===== src/rtl/tcce_pkg.sv =====
// tcce_pkg: screen geometry, op and item codes, command/status structs and
// the tab-distance table for the text console cursor engine. No dependencies.
`timescale 1ns / 1ps

package tcce_pkg;

  localparam int COLUMNS  = 80;
  localparam int ROWS     = 25;
  localparam int TAB_STOP = 8;

  localparam int ROW_W  = 5;
  localparam int COL_W  = 7;
  localparam int OFF_W  = 11;
  localparam int CELL_W = 16;
  localparam int TAB_W  = $clog2(TAB_STOP + 1);

  localparam logic [7:0] ATTR_RESET = 8'h0F;
  localparam logic [7:0] CH_NEWLINE = 8'd10;
  localparam logic [7:0] CH_RETURN  = 8'd13;
  localparam logic [7:0] CH_TAB     = 8'd9;
  localparam logic [7:0] CH_SPACE   = 8'd32;

  localparam logic [1:0] KIND_CHAR  = 2'd0;
  localparam logic [1:0] KIND_BACK  = 2'd1;
  localparam logic [1:0] KIND_CLEAR = 2'd2;

  typedef enum logic [1:0] {
    OP_WRITE  = 2'd0,
    OP_SCROLL = 2'd1,
    OP_CLEAR  = 2'd2,
    OP_CURSOR = 2'd3
  } op_t;

  // Cursor moves applied by the datapath
  typedef enum logic [2:0] {
    MV_NONE = 3'd0,
    MV_NL   = 3'd1,
    MV_CR   = 3'd2,
    MV_HOME = 3'd3,
    MV_BACK = 3'd4,
    MV_ADV  = 3'd5
  } mv_t;

  // Decoded class of the item on the input ports
  typedef enum logic [2:0] {
    IT_CHAR = 3'd0,
    IT_NL   = 3'd1,
    IT_CR   = 3'd2,
    IT_TAB  = 3'd3,
    IT_BS   = 3'd4,
    IT_CLR  = 3'd5,
    IT_NONE = 3'd6
  } item_t;

  typedef struct packed {
    logic load;     // capture the item at the input transfer
    mv_t  move;
    logic emit;     // load the result register
    op_t  op;
    logic tab_dec;
  } tcce_cmd_t;

  typedef struct packed {
    item_t dec;
    logic  at_origin;
    logic  at_bottom;
    logic  at_last_col;
    logic  tab_one;
    logic  item_bs;
    logic  item_tab;
    logic  out_free;
  } tcce_stat_t;

  // Cells left to the next tab stop, per column
  typedef logic [COLUMNS-1:0][TAB_W-1:0] tab_lut_t;

  function automatic tab_lut_t build_tab_lut();
    tab_lut_t t;
    for (int i = 0; i < COLUMNS; i++) begin
      t[i] = TAB_W'(TAB_STOP - (i % TAB_STOP));
    end
    return t;
  endfunction

  localparam tab_lut_t TAB_LEFT = build_tab_lut();

endpackage


===== src/rtl/tcce_ctrl.sv =====
// tcce_ctrl: one-hot sequencer that walks each item through its results.
// Depends on tcce_pkg; drives the datapath through tcce_cmd_t.
`timescale 1ns / 1ps

module tcce_ctrl (
  input  logic                clk,
  input  logic                rst_n,
  input  logic                in_valid,
  output logic                in_stall,
  input  tcce_pkg::tcce_stat_t st,
  output tcce_pkg::tcce_cmd_t  cmd
);
  import tcce_pkg::*;

  typedef enum logic [4:0] {
    S_IDLE   = 5'b00001,
    S_WRITE  = 5'b00010,
    S_SCROLL = 5'b00100,
    S_CLEAR  = 5'b01000,
    S_CURSOR = 5'b10000
  } state_t;

  state_t state_r, state_nxt;

  assign in_stall = (state_r != S_IDLE);

  always_comb begin
    state_nxt   = state_r;
    cmd         = '0;
    cmd.move    = MV_NONE;
    cmd.op      = OP_WRITE;
    unique case (state_r)
      S_IDLE: begin
        if (in_valid) begin
          cmd.load = 1'b1;
          unique case (st.dec)
            IT_CHAR, IT_TAB: state_nxt = S_WRITE;
            IT_NL: begin
              cmd.move  = MV_NL;
              state_nxt = st.at_bottom ? S_SCROLL : S_CURSOR;
            end
            IT_CR: begin
              cmd.move  = MV_CR;
              state_nxt = S_CURSOR;
            end
            IT_BS: begin
              if (!st.at_origin) begin
                cmd.move  = MV_BACK;
                state_nxt = S_WRITE;
              end
            end
            IT_CLR: begin
              cmd.move  = MV_HOME;
              state_nxt = S_CLEAR;
            end
            default: state_nxt = S_IDLE;
          endcase
        end
      end
      S_WRITE: begin
        if (st.out_free) begin
          cmd.emit = 1'b1;
          cmd.op   = OP_WRITE;
          if (st.item_bs) begin
            state_nxt = S_CURSOR;
          end else if (st.at_last_col) begin
            cmd.move  = MV_NL;
            state_nxt = st.at_bottom ? S_SCROLL : S_CURSOR;
          end else begin
            cmd.move = MV_ADV;
            if (!st.item_tab || st.tab_one) begin
              state_nxt = S_CURSOR;
            end else begin
              cmd.tab_dec = 1'b1;
            end
          end
        end
      end
      S_SCROLL: begin
        if (st.out_free) begin
          cmd.emit  = 1'b1;
          cmd.op    = OP_SCROLL;
          state_nxt = S_CURSOR;
        end
      end
      S_CLEAR: begin
        if (st.out_free) begin
          cmd.emit  = 1'b1;
          cmd.op    = OP_CLEAR;
          state_nxt = S_CURSOR;
        end
      end
      S_CURSOR: begin
        if (st.out_free) begin
          cmd.emit  = 1'b1;
          cmd.op    = OP_CURSOR;
          state_nxt = S_IDLE;
        end
      end
      default: state_nxt = S_IDLE;
    endcase
  end

  always_ff @(posedge clk) begin
    if (!rst_n) begin
      state_r <= S_IDLE;
    end else begin
      state_r <= state_nxt;
    end
  end

`ifndef SYNTHESIS
  // A wrapping write must be followed by a scroll or the cursor update
  a_wrap_next: assert property (@(posedge clk) disable iff (!rst_n)
    (state_r == S_WRITE && st.out_free && st.at_last_col && !st.item_bs)
      |=> (state_r == S_SCROLL || state_r == S_CURSOR))
    else $error("wrap did not lead to scroll or cursor update");
`endif

endmodule


===== src/rtl/tcce_dp.sv =====
// tcce_dp: cursor, attribute and item registers, tab counter and the result
// register. Depends on tcce_pkg; driven by tcce_ctrl commands.
`timescale 1ns / 1ps

module tcce_dp (
  input  logic                         clk,
  input  logic                         rst_n,
  input  logic [1:0]                   in_kind,
  input  logic [7:0]                   in_char_code,
  input  logic                         cfg_we,
  input  logic [7:0]                   cfg_wdata,
  input  tcce_pkg::tcce_cmd_t          cmd,
  output tcce_pkg::tcce_stat_t         st,
  output logic                         out_valid,
  input  logic                         out_stall,
  output logic [1:0]                   out_op,
  output logic [tcce_pkg::ROW_W-1:0]   out_row,
  output logic [tcce_pkg::COL_W-1:0]   out_col,
  output logic [tcce_pkg::CELL_W-1:0]  out_cell_value,
  output logic [tcce_pkg::OFF_W-1:0]   out_cursor_offset,
  output logic                         out_last
);
  import tcce_pkg::*;

  logic [ROW_W-1:0]  row_r, row_nxt;
  logic [COL_W-1:0]  col_r, col_nxt;
  logic [7:0]        attr_r;
  logic [7:0]        char_r;
  logic              item_bs_r, item_tab_r;
  logic [TAB_W-1:0]  tab_cnt_r;
  logic              out_valid_r;
  logic [1:0]        out_op_r;
  logic [ROW_W-1:0]  out_row_r;
  logic [COL_W-1:0]  out_col_r;
  logic [CELL_W-1:0] out_cell_r;
  logic [OFF_W-1:0]  out_off_r;
  logic              out_last_r;

  logic [CELL_W-1:0] blank_cell;
  logic [OFF_W-1:0]  cur_off;
  item_t             dec;

  assign blank_cell = {attr_r, CH_SPACE};
  assign cur_off    = OFF_W'(32'(row_r) * COLUMNS + 32'(col_r));

  always_comb begin
    unique case (in_kind)
      KIND_CHAR: begin
        if (in_char_code == CH_NEWLINE)     dec = IT_NL;
        else if (in_char_code == CH_RETURN) dec = IT_CR;
        else if (in_char_code == CH_TAB)    dec = IT_TAB;
        else                                dec = IT_CHAR;
      end
      KIND_BACK:  dec = IT_BS;
      KIND_CLEAR: dec = IT_CLR;
      default:    dec = IT_NONE;
    endcase
  end

  assign st.dec         = dec;
  assign st.at_origin   = (row_r == '0) && (col_r == '0);
  assign st.at_bottom   = (row_r == ROW_W'(ROWS - 1));
  assign st.at_last_col = (col_r == COL_W'(COLUMNS - 1));
  assign st.tab_one     = (tab_cnt_r == TAB_W'(1));
  assign st.item_bs     = item_bs_r;
  assign st.item_tab    = item_tab_r;
  assign st.out_free    = !out_valid_r || !out_stall;

  // Cursor moves
  always_comb begin
    row_nxt = row_r;
    col_nxt = col_r;
    case (cmd.move)
      MV_NL: begin
        col_nxt = '0;
        if (!st.at_bottom) row_nxt = row_r + ROW_W'(1);
      end
      MV_CR:   col_nxt = '0;
      MV_HOME: begin
        row_nxt = '0;
        col_nxt = '0;
      end
      MV_BACK: begin
        if (col_r == '0) begin
          row_nxt = row_r - ROW_W'(1);
          col_nxt = COL_W'(COLUMNS - 1);
        end else begin
          col_nxt = col_r - COL_W'(1);
        end
      end
      MV_ADV:  col_nxt = col_r + COL_W'(1);
      default: ;
    endcase
  end

  always_ff @(posedge clk) begin
    if (!rst_n) begin
      row_r       <= '0;
      col_r       <= '0;
      attr_r      <= ATTR_RESET;
      item_bs_r   <= 1'b0;
      item_tab_r  <= 1'b0;
      out_valid_r <= 1'b0;
    end else begin
      row_r <= row_nxt;
      col_r <= col_nxt;
      if (cfg_we) attr_r <= cfg_wdata;
      if (cmd.load) begin
        item_bs_r  <= (dec == IT_BS);
        item_tab_r <= (dec == IT_TAB);
      end
      if (cmd.emit)        out_valid_r <= 1'b1;
      else if (!out_stall) out_valid_r <= 1'b0;
    end
  end

  // Payload registers
  always_ff @(posedge clk) begin
    if (cmd.load) begin
      char_r    <= in_char_code;
      tab_cnt_r <= TAB_LEFT[col_r];
    end else if (cmd.tab_dec) begin
      tab_cnt_r <= tab_cnt_r - TAB_W'(1);
    end
    if (cmd.emit) begin
      out_op_r   <= cmd.op;
      out_row_r  <= row_r;
      out_col_r  <= col_r;
      out_cell_r <= blank_cell;
      out_off_r  <= '0;
      out_last_r <= 1'b0;
      case (cmd.op)
        OP_WRITE: begin
          if (!item_bs_r && !item_tab_r) out_cell_r <= {attr_r, char_r};
        end
        OP_SCROLL: begin
          out_row_r <= ROW_W'(ROWS - 1);
          out_col_r <= '0;
        end
        OP_CLEAR: begin
          out_row_r <= '0;
          out_col_r <= '0;
        end
        default: begin
          out_cell_r <= '0;
          out_off_r  <= cur_off;
          out_last_r <= 1'b1;
        end
      endcase
    end
  end

  assign out_valid         = out_valid_r;
  assign out_op            = out_op_r;
  assign out_row           = out_row_r;
  assign out_col           = out_col_r;
  assign out_cell_value    = out_cell_r;
  assign out_cursor_offset = out_off_r;
  assign out_last          = out_last_r;

`ifndef SYNTHESIS
  a_last_is_cursor: assert property (@(posedge clk) disable iff (!rst_n)
    (out_valid_r && out_last_r) |-> (out_op_r == OP_CURSOR))
    else $error("last flag on a result other than cursor update");

  a_cursor_bounds: assert property (@(posedge clk) disable iff (!rst_n)
    1'b1 |-> (32'(row_r) < ROWS && 32'(col_r) < COLUMNS))
    else $error("cursor outside the screen");

  a_offset_match: assert property (@(posedge clk) disable iff (!rst_n)
    (out_valid_r && out_op_r == OP_CURSOR)
      |-> (out_off_r == OFF_W'(32'(out_row_r) * COLUMNS + 32'(out_col_r))))
    else $error("cursor offset does not match row and column");
`endif

endmodule


===== src/rtl/text_console_cursor_engine_top.sv =====
// text_console_cursor_engine_top: console item in, screen commands out.
// An item with k results (k <= TAB_STOP + 2) holds off the input while they are issued,
// one result per cycle from the sequencer, fewer if the output is stalled.
// The transfer enters the first result state, which loads the result register when free.
// Items with no result (backspace at origin, unused kind) leave the sequencer idle.
// Reset (rst_n low, synchronous): cursor at row 0 column 0, attribute 0x0F, output empty.
`timescale 1ns / 1ps

module text_console_cursor_engine_top (
  input  logic                         clk,
  input  logic                         rst_n,
  // input channel
  input  logic                         in_valid,
  output logic                         in_stall,
  input  logic [1:0]                   in_kind,
  input  logic [7:0]                   in_char_code,
  // attribute register
  input  logic                         cfg_we,
  input  logic [7:0]                   cfg_wdata,
  // result channel
  output logic                         out_valid,
  input  logic                         out_stall,
  output logic [1:0]                   out_op,
  output logic [tcce_pkg::ROW_W-1:0]   out_row,
  output logic [tcce_pkg::COL_W-1:0]   out_col,
  output logic [tcce_pkg::CELL_W-1:0]  out_cell_value,
  output logic [tcce_pkg::OFF_W-1:0]   out_cursor_offset,
  output logic                         out_last
);
  import tcce_pkg::*;

  // Sequencer issues one command per cycle; the datapath returns the cursor
  // and item status it needs to pick the next result.
  tcce_cmd_t  cmd;
  tcce_stat_t st;

  // Sequencer: takes an item only when idle, then steps through its results,
  // each one waiting until the result register is free (empty or being taken).
  tcce_ctrl u_ctrl (
    .clk      (clk),
    .rst_n    (rst_n),
    .in_valid (in_valid),
    .in_stall (in_stall),
    .st       (st),
    .cmd      (cmd)
  );

  // Datapath: cursor, attribute, tab counter and the result register. The
  // result register decouples the two sides, so a new item is taken while
  // the final cursor update still waits for its transfer.
  tcce_dp u_dp (
    .clk               (clk),
    .rst_n             (rst_n),
    .in_kind           (in_kind),
    .in_char_code      (in_char_code),
    .cfg_we            (cfg_we),
    .cfg_wdata         (cfg_wdata),
    .cmd               (cmd),
    .st                (st),
    .out_valid         (out_valid),
    .out_stall         (out_stall),
    .out_op            (out_op),
    .out_row           (out_row),
    .out_col           (out_col),
    .out_cell_value    (out_cell_value),
    .out_cursor_offset (out_cursor_offset),
    .out_last          (out_last)
  );

endmodule


===== config.mk =====
export PLATFORM = sky130hd
export DESIGN_NAME = text_console_cursor_engine_top
export DESIGN_NICKNAME = d
export VERILOG_FILES = /design/src/rtl/tcce_pkg.sv /design/src/rtl/tcce_ctrl.sv /design/src/rtl/tcce_dp.sv /design/src/rtl/text_console_cursor_engine_top.sv
export SDC_FILE = /design/constraint.sdc
export NUM_CORES = 1
export LEC_CHECK = 0
export BUFFER_PORTS_ARGS = -buffer_cell sky130_fd_sc_hd__buf_2
export CORE_MARGIN = 3
export CORE_UTILIZATION = 60
export DETAILED_ROUTE_END_ITERATION = 10
export GPL_TIMING_DRIVEN = 0
export PLACE_DENSITY = 0.83
export RECOVER_POWER = 50
export SLEW_MARGIN = 20
export SYNTH_ARGS = -nofsm -noshare
export SYNTH_HDL_FRONTEND = slang
export SYNTH_SLANG_ARGS = --single-unit

===== constraint.sdc =====
create_clock -name clk -period 5.6 [get_ports clk]
set_input_delay 1.12 -clock clk [delete_from_list [all_inputs] [get_ports clk]]
set_output_delay 1.12 -clock clk [all_outputs]
set_load 0.02 [all_outputs]

==> summary.md <==
| Metric | Value |
|---|---|
| Status | finished with violations |
| Failing checks | capacitance limit, slew limit |
| Routed via count | 3,746 |
| GRT Residual Overflow | 0 |
| Synth area leader | edfxtp_1 |
| Hold Path Class | reg2reg |
| Reg clk slew, reported paths | 0.09 ns |
| Hold Startpoint | u_dp.attr_r[2]$_SDFFE_PN1P_ |
| Overall routing resource usage | 0.2448 |
| Placed cells | 617 |
| Post-Syn Area | 4682 µm² |
| TritonCTS clock tree | yes |
| Fill cells | 581 |
| Core Box Area | 7408 µm² |
| Share of cells above drive strength 1 | 0.1030 |
| Comb power frac | 0.248 |
| Worst rel slew slack | -0.08714 |
| Yosys top cell area share | 0.3463 |
| Avg Cell Area, Syn | 10.36 µm² |
| Remaining DRCs | 0 |
| Total CTS buffers | 9 |
| Int Power | 1.045 mW |
| Switching Fraction | 0.3226 |
| Leak | 2.031 nW |
| Synthesis-to-finish area growth | 11.79% |
| Reg power frac | 0.503 |
| Global route hottest layer | met2 |
| Initial Util | 0.6320 |
| Clock latency at the later pin of the worst-skew pair | 0.36 ns |
| Compound-Gate Fraction of Synth Area | 0.1352 |
| Post-Synthesis Cells | 452 |
| Initial antenna violation count | 0 |
| Most common cell after layout, fill and taps aside | clkbuf_1 |
| GR Util met3 | 0.03745 |
| Worst Path Arrival | 4.72 ns |
| Non-filler cells, final | 633 |
| First-pass GRT wire length | 16,870 µm |
| ANT cells | 0 |
| CTS Hold Bufs | 0 |
| RR Startpoint | u_dp.col_r[0]$_SDFFE_PN0N_ |
| Cell row count | 31 |
| Worst Reg-to-Reg Cells | 15 |
| Hold endpoint | u_dp.attr_r[2]$_SDFFE_PN1P_ |
| Storage element area | 2262 µm² |
| DR WL/cell | 16.37 µm |
| Worst vdd ir | 0.1783 mV |
| Post-synth EDFFs | 54 |
| 1st-iter DRT viols | 240 |
| Vias per cell | 5.918 |
| CTS-repair resized insts | 0 |
| Crit path capture type | flip-flop |
| Area taken by multi-input logic gates | 2225 µm² |
| Final wirelength | 10,360 µm |
| WP data required | 5.88 ns |
| Root Buffer | clkbuf_8 |
| Mux cell area share after synthesis | 0.02352 |
| Yosys warnings | 0 |
| Synth Register Bits | 86 |
| Hpwl dp | 7622 µm |
| Cell Pwr Density | 294.7 nW/µm² |
| Die width | 94.34 µm |
| Synth Net Count | 504 |
| Main synth FF type | edfxtp_1 |
| Setup tns final | 0 ns |
| Pin count of the biggest net entering global routing | 32 |
| Vias in the first global route | 3,550 |
| Synth area leaders | edfxtp_1 35%, dfxtp_1 14%, ha_1 6.9% |
| Seq/Total Area, Yosys | 0.4832 |
| Hold Path Stages | 2 |
| DRT Pass-1 Iters | 5 |
| Nets | 581 |
| Flop2flop setup slack | 1.88 ns |
| Fmax | 225.1 MHz |
| Critical path launch point | in_kind[1] |
| Die area | 8899 µm² |
| CTS Sinks | 86 |
| Longest Clk Path Bufs | 2 |
| Crit-path max FO | 10 |
| Maximum capacitance violations | 1 |
| Synth Area in Simple Gates | 0.2042 |
| Post-CTS Setup Bufs | 0 |
| Final hold violation count | 0 |
| I/O pins | 67 |
| Commonest cells after routing, fill and taps aside | 64 x clkbuf_1, 54 x edfxtp_1, 35 x nand2_1, 34 x nor2_1, 32 x dfxtp_1 |
| RSZ-0062 raised after global routing | false |
| R2r endpoint | u_dp.row_r[4]$_SDFFE_PN0P_ |
| Crit Path Class | in2reg |
| Min Tclk post-route | 4.442 ns |
| Final Wtd Congestion | 0.8742 |
| Post-DRT Antenna Nets | 0 |
| Die H | 94.34 µm |
| Worst Skew | 0.01485 ns |
| Adder-Cell Fraction of Synth Area | 0.08231 |
| Clock share of power | 0.249 |
| Async SR Flop Fraction | 0 |
| Fin crit share | 0.7932 |
| Setup Viol. Count Final | 0 |
| Final slew viol count | 32 |
| Post-synth cell types | 68 |
| Largest family of logic cells by synthesized area | simple AND/OR/NAND/NOR gates |
| Least-Margin Pin Slew | 1.631 ns |
| H-tree levels | 3 |
| GR met2 Demand/Resource | 0.4102 |
| PortBufs | 65 |
| Critical path launch point type | input port |
| GRT met1 Usage | 0.3198 |
| XOR/XNOR share of the synthesized area | 0.02993 |
| P_sw | 497.5 µW |
stage by stage:
stage               hold WS [ns]  instance area [µm²]  utilization  power, mW  setup slack, ns
floorplan                 0.4327                 4682            -      1.069            1.609
global placement          0.4434                 5131       0.6926      1.155            1.030
detailed placement        0.4734                 5152       0.6955      1.174           0.9215
CTS                       0.4961                 5318       0.7178      1.550            1.274
global route              0.5372                 5234       0.7065      1.623           0.9268
finish                    0.4927                 5234       0.7065      1.542            1.158
power groups by stage:
stage	sequential [mW]	combinational, mW	clock, mW
after floorplan	0.802	0.267	0
after global placement	0.786	0.369	0
after detailed placement	0.789	0.386	0
after CTS	0.774	0.387	0.388
after global routing	0.783	0.423	0.417
final	0.776	0.382	0.385
state kept, by name, summed over array words and instances (netlist names), named ones only:
| name | count |
|---|---|
| u_ctrl.state_r | 5 |
| u_dp.attr_r | 8 |
| u_dp.char_r | 8 |
| u_dp.col_r | 7 |
| u_dp.item_bs_r | 1 |
| u_dp.item_tab_r | 1 |
| u_dp.out_cell_value | 16 |
| u_dp.out_col | 7 |
| u_dp.out_cursor_offset | 11 |
| u_dp.out_last | 1 |
| u_dp.out_op | 2 |
| u_dp.out_row | 5 |
| u_dp.out_valid | 1 |
| u_dp.row_r | 5 |
| u_dp.tab_cnt_r | 4 |
synth_stat cells, types with 4 or more instances:
| library cell | instances |
|---|---|
| mux2i_1 | 11 |
| xor2_1 | 4 |
| xnor2_1 | 12 |
| and2_1 | 26 |
| nor2b_1 | 14 |
| nand3_1 | 13 |
| nand4_1 | 5 |
| dfxtp_1 | 32 |
| a21oi_1 | 25 |
| or3_1 | 8 |
| edfxtp_1 | 54 |
| o21ai_0 | 26 |
| nor4_1 | 4 |
| nor3_1 | 13 |
| a21o_1 | 6 |
| nor2_1 | 34 |
| nand2_1 | 35 |
| ha_1 | 26 |
| clkbuf_1 | 10 |
| inv_1 | 24 |
kinds of logic (layout without fill, tap and decap cells):
logic type,after synthesis,count (layout)
buf+inv,44,126
simple gates,175,175
compound gates,91,91
flops,86,86
fa+ha+maj,29,29
xor+xnor,16,16
mux,11,11
how the worst max path moves through the flow:
stage	end	depth (start not counted)
2_1_floorplan	u_dp.row_r[4]$_SDFFE_PN0P_	17
3_3_place_gp	u_dp.row_r[4]$_SDFFE_PN0P_	18
3_5_place_dp	u_dp.row_r[4]$_SDFFE_PN0P_	18
4_1_cts	u_dp.row_r[4]$_SDFFE_PN0P_	18
5_1_grt	u_dp.row_r[4]$_SDFFE_PN0P_	18
6_report	u_dp.row_r[4]$_SDFFE_PN0P_	18
per-layer routing:
metal	routed length (µm)	vias to the layer above
met5	0	-
met2	5125	164
met1	4325	1785
met3	716	24
met4	196	0
li1	-	1773
layout make-up:
cell class | count | share of cell area
sequential | 86 | 0.4322
timing repair buffer | 66 | 0.05092
clock inverter | 5 | 0.006455
multi-input combinational | 322 | 0.4251
inverter | 26 | 0.01865
buffer | 18 | 0.01793
clock buffer | 11 | 0.02510
tap | 99 | 0.02367
critical path, cell delays in order:
cell and delay [ns]:
buf_2 0.14, inv_1 0.11, ha_1 0.31, nor4b_4 0.43, o2111ai_2 0.25, nand4bb_1 0.18, a21oi_1 0.09, buf_2 0.20
nor2_4 0.24, nand3_1 0.22, inv_1 0.18, ha_1 0.28, a21o_1 0.17, a21oi_1 0.30, nor2_1 0.09, o211ai_1 0.16
nand4_1 0.14, o31ai_2 0.09
Note: power is estimated with default switching activity, not from simulation.
